## config.mk

```make
export PLATFORM = sky130hd
export DESIGN_NAME = lcd_parallel_window_write_sequencer
export DESIGN_NICKNAME = d
export VERILOG_FILES = /design/src/rtl/lpw_pkg.sv /design/src/rtl/lpw_in_stage.sv /design/src/rtl/lpw_byte_seq.sv /design/src/rtl/lcd_parallel_window_write_sequencer.sv
export SDC_FILE = /design/constraint.sdc
export NUM_CORES = 1
export LEC_CHECK = 0
export ABC_CLOCK_PERIOD_IN_PS = 18000
export BUFFER_PORTS_ARGS = -buffer_cell sky130_fd_sc_hd__buf_2
export CORE_MARGIN = 3
export CORE_UTILIZATION = 33
export CTS_CLUSTER_DIAMETER = 200
export DETAILED_ROUTE_END_ITERATION = 6
export GPL_ROUTABILITY_DRIVEN = 0
export GPL_TIMING_DRIVEN = 0
export MAX_ROUTING_LAYER = met4
export PLACE_DENSITY_LB_ADDON = 0.3
export SETUP_SLACK_MARGIN = 0.4
export SYNTH_ARGS = -nofsm -noshare
export SYNTH_HDL_FRONTEND = slang
export SYNTH_SLANG_ARGS = --single-unit
export TNS_END_PERCENT = 50
```

## constraint.sdc

```tcl
create_clock -name aclk -period 18 [get_ports aclk]
set_input_delay 3.6 -clock aclk [delete_from_list [all_inputs] [get_ports aclk]]
set_output_delay 3.6 -clock aclk [all_outputs]
set_load 0.02 [all_outputs]
```

## src/rtl/lpw_pkg.sv

```systemverilog
// ----------------------------------------------------------------------------
// LCD window write sequencer package
// Types, command codes and the byte table shared by the sequencer modules.
// ----------------------------------------------------------------------------
package lpw_pkg;

    // Request kinds.
    typedef enum logic [1:0] {
        OP_INIT   = 2'd0,
        OP_WINDOW = 2'd1,
        OP_PIXEL  = 2'd2,
        OP_END    = 2'd3
    } op_t;

    // Configuration register indexes.
    localparam logic REG_ACCESS_CTRL = 1'b0;
    localparam logic REG_PIXEL_FMT   = 1'b1;

    localparam logic [7:0] ACCESS_CTRL_RESET = 8'hA0;
    localparam logic [7:0] PIXEL_FMT_RESET   = 8'h05;

    // Display controller command codes.
    localparam logic [7:0] CMD_NOP         = 8'h00;
    localparam logic [7:0] CMD_SLEEP_OUT   = 8'h11;
    localparam logic [7:0] CMD_NORMAL_MODE = 8'h13;
    localparam logic [7:0] CMD_DISPLAY_OFF = 8'h28;
    localparam logic [7:0] CMD_DISPLAY_ON  = 8'h29;
    localparam logic [7:0] CMD_COLUMN_SET  = 8'h2A;
    localparam logic [7:0] CMD_ROW_SET     = 8'h2B;
    localparam logic [7:0] CMD_MEM_WRITE   = 8'h2C;
    localparam logic [7:0] CMD_ACCESS_CTRL = 8'h36;
    localparam logic [7:0] CMD_PIXEL_FMT   = 8'h3A;
    localparam logic [7:0] CMD_RAM_CTRL    = 8'hB0;
    localparam logic [7:0] BYTE_ZERO       = 8'h00;

    localparam int unsigned IDX_W = 4;

    // A request held for sequencing, with its end coordinates worked out.
    typedef struct packed {
        op_t         op;
        logic [15:0] x_start;
        logic [15:0] x_end;
        logic [15:0] y_start;
        logic [15:0] y_end;
        logic [15:0] pixel_color;
    } item_t;

    // One bus beat.
    typedef struct packed {
        logic       last_of_run;
        logic       release_select;
        logic       is_data;
        logic [7:0] bus_byte;
    } beat_t;

    // Byte number idx of the sequence that request it causes.
    function automatic beat_t seq_beat(item_t it, logic [IDX_W-1:0] idx,
                                       logic [7:0] acv, logic [7:0] pfv);
        beat_t b;
        b = '0;
        unique case (it.op)
            OP_INIT: begin
                case (idx)
                    4'd0:    b.bus_byte = CMD_DISPLAY_OFF;
                    4'd1:    b.bus_byte = CMD_SLEEP_OUT;
                    4'd2:    b.bus_byte = CMD_NORMAL_MODE;
                    4'd3:    b.bus_byte = CMD_ACCESS_CTRL;
                    4'd4:    begin b.bus_byte = acv;       b.is_data = 1'b1; end
                    4'd5:    b.bus_byte = CMD_RAM_CTRL;
                    4'd6:    begin b.bus_byte = BYTE_ZERO; b.is_data = 1'b1; end
                    4'd7:    begin b.bus_byte = BYTE_ZERO; b.is_data = 1'b1; end
                    4'd8:    b.bus_byte = CMD_PIXEL_FMT;
                    4'd9:    begin b.bus_byte = pfv;       b.is_data = 1'b1; end
                    default: begin
                        b.bus_byte       = CMD_DISPLAY_ON;
                        b.release_select = 1'b1;
                        b.last_of_run    = 1'b1;
                    end
                endcase
            end
            OP_WINDOW: begin
                b.is_data = 1'b1;
                case (idx)
                    4'd0:    begin b.bus_byte = CMD_COLUMN_SET; b.is_data = 1'b0; end
                    4'd1:    b.bus_byte = it.x_start[15:8];
                    4'd2:    b.bus_byte = it.x_start[7:0];
                    4'd3:    b.bus_byte = it.x_end[15:8];
                    4'd4:    b.bus_byte = it.x_end[7:0];
                    4'd5:    begin b.bus_byte = CMD_ROW_SET; b.is_data = 1'b0; end
                    4'd6:    b.bus_byte = it.y_start[15:8];
                    4'd7:    b.bus_byte = it.y_start[7:0];
                    4'd8:    b.bus_byte = it.y_end[15:8];
                    4'd9:    b.bus_byte = it.y_end[7:0];
                    default: begin
                        b.bus_byte    = CMD_MEM_WRITE;
                        b.is_data     = 1'b0;
                        b.last_of_run = 1'b1;
                    end
                endcase
            end
            OP_PIXEL: begin
                b.is_data = 1'b1;
                if (idx == '0) begin
                    b.bus_byte = it.pixel_color[15:8];
                end else begin
                    b.bus_byte    = it.pixel_color[7:0];
                    b.last_of_run = 1'b1;
                end
            end
            OP_END: begin
                b.bus_byte       = CMD_NOP;
                b.release_select = 1'b1;
                b.last_of_run    = 1'b1;
            end
        endcase
        return b;
    endfunction

endpackage

```

## src/rtl/lpw_in_stage.sv

```systemverilog
// ----------------------------------------------------------------------------
// LCD window write sequencer input stage
// Registers an accepted request and works out the window end coordinates.
// ----------------------------------------------------------------------------
module lpw_in_stage (
    input  logic            aclk,
    input  logic            aresetn,
    input  logic            in_valid,
    output logic            in_ready,
    input  logic [1:0]      in_op,
    input  logic [15:0]     in_x_start,
    input  logic [15:0]     in_y_start,
    input  logic [15:0]     in_win_width,
    input  logic [15:0]     in_win_height,
    input  logic [15:0]     in_pixel_color,
    output logic            item_valid,
    input  logic            item_ready,
    output lpw_pkg::item_t  item
);
    import lpw_pkg::*;

    logic  valid_reg, valid_next;
    item_t item_reg, item_next;
    logic  take;

    assign in_ready   = !valid_reg || item_ready;
    assign take       = in_valid && in_ready;
    assign item_valid = valid_reg;
    assign item       = item_reg;

    // The end coordinate is start plus size minus one, wrapping at 16 bits.
    always_comb begin
        valid_next = valid_reg;
        item_next  = item_reg;
        if (take) begin
            valid_next            = 1'b1;
            item_next.op          = op_t'(in_op);
            item_next.x_start     = in_x_start;
            item_next.x_end       = 16'(in_x_start + in_win_width - 16'd1);
            item_next.y_start     = in_y_start;
            item_next.y_end       = 16'(in_y_start + in_win_height - 16'd1);
            item_next.pixel_color = in_pixel_color;
        end else if (item_ready) begin
            valid_next = 1'b0;
        end
    end

    always_ff @(posedge aclk) begin
        if (!aresetn) begin
            valid_reg <= 1'b0;
        end else begin
            valid_reg <= valid_next;
        end
        item_reg <= item_next;
    end

endmodule

```

## src/rtl/lpw_byte_seq.sv

```systemverilog
// ----------------------------------------------------------------------------
// LCD window write sequencer byte stage
// Steps through the bytes of the held request into the output register, one beat
// a cycle while that register has room.
// ----------------------------------------------------------------------------
module lpw_byte_seq (
    input  logic            aclk,
    input  logic            aresetn,
    input  logic [7:0]      access_ctrl,
    input  logic [7:0]      pixel_fmt,
    input  logic            item_valid,
    output logic            item_ready,
    input  lpw_pkg::item_t  item,
    output logic            out_valid,
    input  logic            out_ready,
    output lpw_pkg::beat_t  out_beat
);
    import lpw_pkg::*;

    item_t            cur_reg, cur_next;
    logic             cur_valid_reg, cur_valid_next;
    logic [IDX_W-1:0] idx_reg, idx_next;
    logic             out_valid_reg, out_valid_next;
    beat_t            out_reg, out_next;
    beat_t            beat;
    logic             out_free;
    logic             advance;
    logic             finish;

    assign beat       = seq_beat(cur_reg, idx_reg, access_ctrl, pixel_fmt);
    assign out_free   = !out_valid_reg || out_ready;
    assign advance    = cur_valid_reg && out_free;
    assign finish     = advance && beat.last_of_run;
    assign item_ready = !cur_valid_reg || finish;
    assign out_valid  = out_valid_reg;
    assign out_beat   = out_reg;

    // Move one beat to the output register whenever it has room; load the
    // next request as the last beat of the current one leaves.
    always_comb begin
        cur_next       = cur_reg;
        cur_valid_next = cur_valid_reg;
        idx_next       = idx_reg;
        out_valid_next = out_valid_reg;
        out_next       = out_reg;
        if (advance) begin
            out_next       = beat;
            out_valid_next = 1'b1;
            idx_next       = idx_reg + 1'b1;
        end else if (out_ready) begin
            out_valid_next = 1'b0;
        end
        if (item_ready) begin
            cur_next       = item;
            cur_valid_next = item_valid;
            idx_next       = '0;
        end
    end

    always_ff @(posedge aclk) begin
        if (!aresetn) begin
            cur_valid_reg <= 1'b0;
            out_valid_reg <= 1'b0;
            idx_reg       <= '0;
        end else begin
            cur_valid_reg <= cur_valid_next;
            out_valid_reg <= out_valid_next;
            idx_reg       <= idx_next;
        end
        cur_reg <= cur_next;
        out_reg <= out_next;
    end

endmodule

```

## src/rtl/lcd_parallel_window_write_sequencer.sv

```systemverilog
// ----------------------------------------------------------------------------
// LCD parallel window write sequencer
// Turns display requests into byte beats for an 8-bit 8080-style LCD bus.
// ----------------------------------------------------------------------------
// Channel | Direction | Beat
// s_      | in        | one request: kind in tuser, coordinates and colour
// m_      | out       | one bus byte with data/command and release flags
// cfg_    | in        | register write, taken in the cycle it is presented
//
// A request has as many bus bytes as its kind gives: pixel 2, end 1, init and
// window 11. From acceptance a request passes the input register, the byte
// stage's held-request register, then the output register. The byte stage
// sets the rate.
// Reset clears the valid flags and reloads both registers to their defaults.
// A stalled output holds its beat; the input register can hold one request while
// the byte stage still works on the one before.
// ----------------------------------------------------------------------------
module lcd_parallel_window_write_sequencer (
    input  logic        aclk,
    input  logic        aresetn,
    input  logic        s_tvalid,
    output logic        s_tready,
    // x_start [15:0], y_start [31:16], win_width [47:32], win_height [63:48],
    // pixel_color [79:64]
    input  logic [79:0] s_tdata,
    // op [1:0]
    input  logic [1:0]  s_tuser,
    output logic        m_tvalid,
    input  logic        m_tready,
    // bus_byte [7:0]
    output logic [7:0]  m_tdata,
    // is_data [0], release_select [1]
    output logic [1:0]  m_tuser,
    output logic        m_tlast,
    input  logic        cfg_wr_en,
    input  logic        cfg_wr_index,
    input  logic [7:0]  cfg_wr_data
);
    import lpw_pkg::*;

    logic [7:0] access_ctrl_reg, access_ctrl_next;
    logic [7:0] pixel_fmt_reg, pixel_fmt_next;
    logic       item_valid;
    logic       item_ready;
    item_t      item;
    beat_t      out_beat;

    // Configuration register writes.
    always_comb begin
        access_ctrl_next = access_ctrl_reg;
        pixel_fmt_next   = pixel_fmt_reg;
        if (cfg_wr_en) begin
            unique case (cfg_wr_index)
                REG_ACCESS_CTRL: access_ctrl_next = cfg_wr_data;
                REG_PIXEL_FMT:   pixel_fmt_next   = cfg_wr_data;
            endcase
        end
    end

    always_ff @(posedge aclk) begin
        if (!aresetn) begin
            access_ctrl_reg <= ACCESS_CTRL_RESET;
            pixel_fmt_reg   <= PIXEL_FMT_RESET;
        end else begin
            access_ctrl_reg <= access_ctrl_next;
            pixel_fmt_reg   <= pixel_fmt_next;
        end
    end

    // Input register.
    lpw_in_stage u_in_stage (
        .aclk           (aclk),
        .aresetn        (aresetn),
        .in_valid       (s_tvalid),
        .in_ready       (s_tready),
        .in_op          (s_tuser),
        .in_x_start     (s_tdata[15:0]),
        .in_y_start     (s_tdata[31:16]),
        .in_win_width   (s_tdata[47:32]),
        .in_win_height  (s_tdata[63:48]),
        .in_pixel_color (s_tdata[79:64]),
        .item_valid     (item_valid),
        .item_ready     (item_ready),
        .item           (item)
    );

    // Byte stepping and output register.
    lpw_byte_seq u_byte_seq (
        .aclk        (aclk),
        .aresetn     (aresetn),
        .access_ctrl (access_ctrl_reg),
        .pixel_fmt   (pixel_fmt_reg),
        .item_valid  (item_valid),
        .item_ready  (item_ready),
        .item        (item),
        .out_valid   (m_tvalid),
        .out_ready   (m_tready),
        .out_beat    (out_beat)
    );

    assign m_tdata = out_beat.bus_byte;
    assign m_tuser = {out_beat.release_select, out_beat.is_data};
    assign m_tlast = out_beat.last_of_run;

endmodule

```

==> impl_metrics.tcl <==
set metrics [dict create \
    status "finished clean" \
    cap_violations 0 \
    grt_max_degree 44 \
    vias_per_cell 4.68 \
    finalCritPeriodShare 0.445 \
    drive_above_1_share 0.183 \
    clock-sinks 198 \
    wl_met2_microns 10000 \
    synth_top_cell_area_share 0.543 \
    die_w_microns 177 \
    syn_nets 983 \
    initial_core_util 0.336 \
    fin_crit_ns 8.02 \
    numCtsBuffers 17 \
    groute.usage.overall 0.142 \
    required_ns 14.40 \
    core_sq_mm 0.0288 \
    met3WireLength_microns 1060 \
    dpl.hpwl_microns 16200 \
    overflow 0 \
    grt_pass1_vias 6122 \
    cts_max_level 4 \
    rsz0062_at_grt "no" \
    wl_per_cell_microns 15.7 \
    io_buffers 108 \
    drt_iter0_drc 376 \
    die_area_sq_mm 0.0314 \
    clkLatencyLatePin_ns 0.44 \
    reg2regPathDepth 9 \
    avgSynthCellArea_sq_um 11.8 \
    syn-instance-count 817 \
    drt-pass1-iter-count 5 \
    worstSetupStartpointType "primary input" \
    synth_flop_cell "edfxtp_1" \
    path_class "primary input to output port" \
    wl_met1_microns 9520 \
    finalSetupTns_ns 0 \
    placed_area_sq_mm 0.0108 \
    ant_nets 0 \
    fp.dieH_microns 177 \
    cts_setup_buffers 0 \
    synth.area.top_cells "edfxtp_1, ha_1, inv_1" \
    routed_wl_microns 21000 \
    place_ws_ns 9.98 \
    syn-cell-area_sq_mm 0.00968 \
    ctsHoldBuffers 0 \
    ios 109 \
    area_growth_syn_to_layout_pct 17.3 \
    num_vias 6291 \
    peakVddDrop_v 0.0000637 \
    worst_setup_path_end_kind "output port" \
    clockRootBuffer "clkbuf_16" \
    synth_top_area_cell "edfxtp_1" \
    fmax_ghz 0.125 \
    hold_depth 0 \
    diodes 0 \
    crit_top_cell "buf_2" \
    crit_slowest_cell "a21oi_2" \
    final.setup_skew_ns 0.0113 \
    synth.distinct_cells 62 \
    maxSlewHeadroom 0.395 \
    p_leak_nw 4.77 \
    critPathArrivalTime_ns 4.42 \
    synth-seq-area-share 0.591 \
    p_per_area_mw_per_mm2 96.7 \
    clock_path_buffers 2 \
    grt_pass1_wl_microns 32900 \
    final_nets 1113 \
    path_cells "buf_2 -> nand2b_1 -> a21oi_2 -> inv_1 -> buf_2" \
    reg2reg_slack_ns 14.85 \
    p_total_mw 1.10 \
    finalWorstSetupSlack_ns 9.98 \
    max_stage_delay_ns 0.27 \
    rows 62 \
    clkTransAtPathRegs_ns 0.07 \
    grt_antenna_before_repair 0 \
    cts_resized 0 \
    synth-edff-count 175 \
    final_area_sq_mm 0.0113 \
    maxSlewViolCount 0 \
    drc 0 \
    yosys_warnings 0 \
    yosys_register_bits 198 \
    final-hold-violation-count 0 \
    top_layer "met4" \
    crit_fanout 4 \
    min_path_type "register to register" \
    worst_slew_pin_slew_ns 0.906 \
    setup_violations 0 \
    cts_tree "built" \
    async_flop_share 0 \
]
[power breakdown]
group / switching [mW] / internal [mW]
combinational: 0.0889 / 0.0634
sequential: 0.0175 / 0.562
clock: 0.179 / 0.186
total: 0.286 / 0.811
[Yosys cell counts (all sizes together), types with 13 or more instances]
| library cell | n |
|---|---|
| nand2 | 64 |
| buf | 16 |
| xnor2 | 21 |
| clkbuf | 13 |
| dfxtp | 23 |
| a21oi | 40 |
| edfxtp | 175 |
| nand3 | 25 |
| ha | 68 |
| inv | 140 |
| nor2 | 26 |
| a21boi | 16 |
| o21ai | 24 |
| a22oi | 17 |
[per-stage QoR]
stage / hold slack, ns / cells / util
after floorplan: 0.400 / 817 / -
after global placement: 0.403 / 1309 / 0.372
after detailed placement: 0.405 / 1312 / 0.374
after CTS: 0.418 / 1344 / 0.394
after global routing: 0.424 / 1344 / 0.394
final: 0.415 / 1344 / 0.394
[cells by family after synthesis]
| group | Yosys count | synth area share |
|---|---|---|
| mux | 13 | 0.0151 |
| flops | 198 | 0.591 |
| compound gates | 177 | 0.129 |
| buf+inv | 169 | 0.0694 |
| fa+ha+maj | 70 | 0.0921 |
| simple gates | 163 | 0.0791 |
| xor+xnor | 27 | 0.0244 |
[worst paths after layout]
| check | to | startpoint |
|---|---|---|
| worst min register to register | u_byte_seq.cur_reg[70] | u_in_stage.item[70] |
| worst max register to register | u_in_stage.item[27] | u_byte_seq.idx_reg[0] |
| worst min-delay path | u_byte_seq.cur_reg[70] | u_in_stage.item[70] |
| worst max-delay path | s_tready | m_tready |
[critical path, delay by kind of cell]
family | cells | cell delay, ns
buffers and inverters | 3 | 0.32
AOI/OAI and AO/OA | 1 | 0.27
and+or+nand+nor | 1 | 0.22
[placed cells by master, fill, tap and decap left out, types with 16 or more instances in the layout]
cell type | netlist | layout
edfxtp_1 | 175 | 175
inv_1 | 140 | 139
buf_2 | 9 | 117
ha_1 | 68 | 68
nand2_1 | 63 | 63
a21oi_1 | 37 | 37
nor2_1 | 26 | 26
nand3_1 | 25 | 25
o21ai_0 | 23 | 23
dfxtp_1 | 23 | 23
xnor2_1 | 21 | 21
a22oi_1 | 17 | 17
clkbuf_16 | 0 | 17
a21boi_0 | 16 | 16
[routing by layer]
metal	vias to the layer above	global-route usage
li1	3170	-
met1	2923	0.186
met2	175	0.225
met3	23	0.0264
met4	0	0.0458
met5	-	-
[cell type report]
| type | instances | area (sq um) |
|---|---|---|
| Timing Repair Buffer | 111 | 601 |
| Sequential cell | 198 | 5720 |
| Fill cell | 2789 | 17400 |
| Tap cell | 384 | 480 |
| Clock buffer | 17 | 425 |
| Clock inverter | 15 | 156 |
| Buffer | 29 | 146 |
| Inverter | 140 | 528 |
| Multi-Input combinational cell | 450 | 3300 |
(Power assumes the default switching activity.)
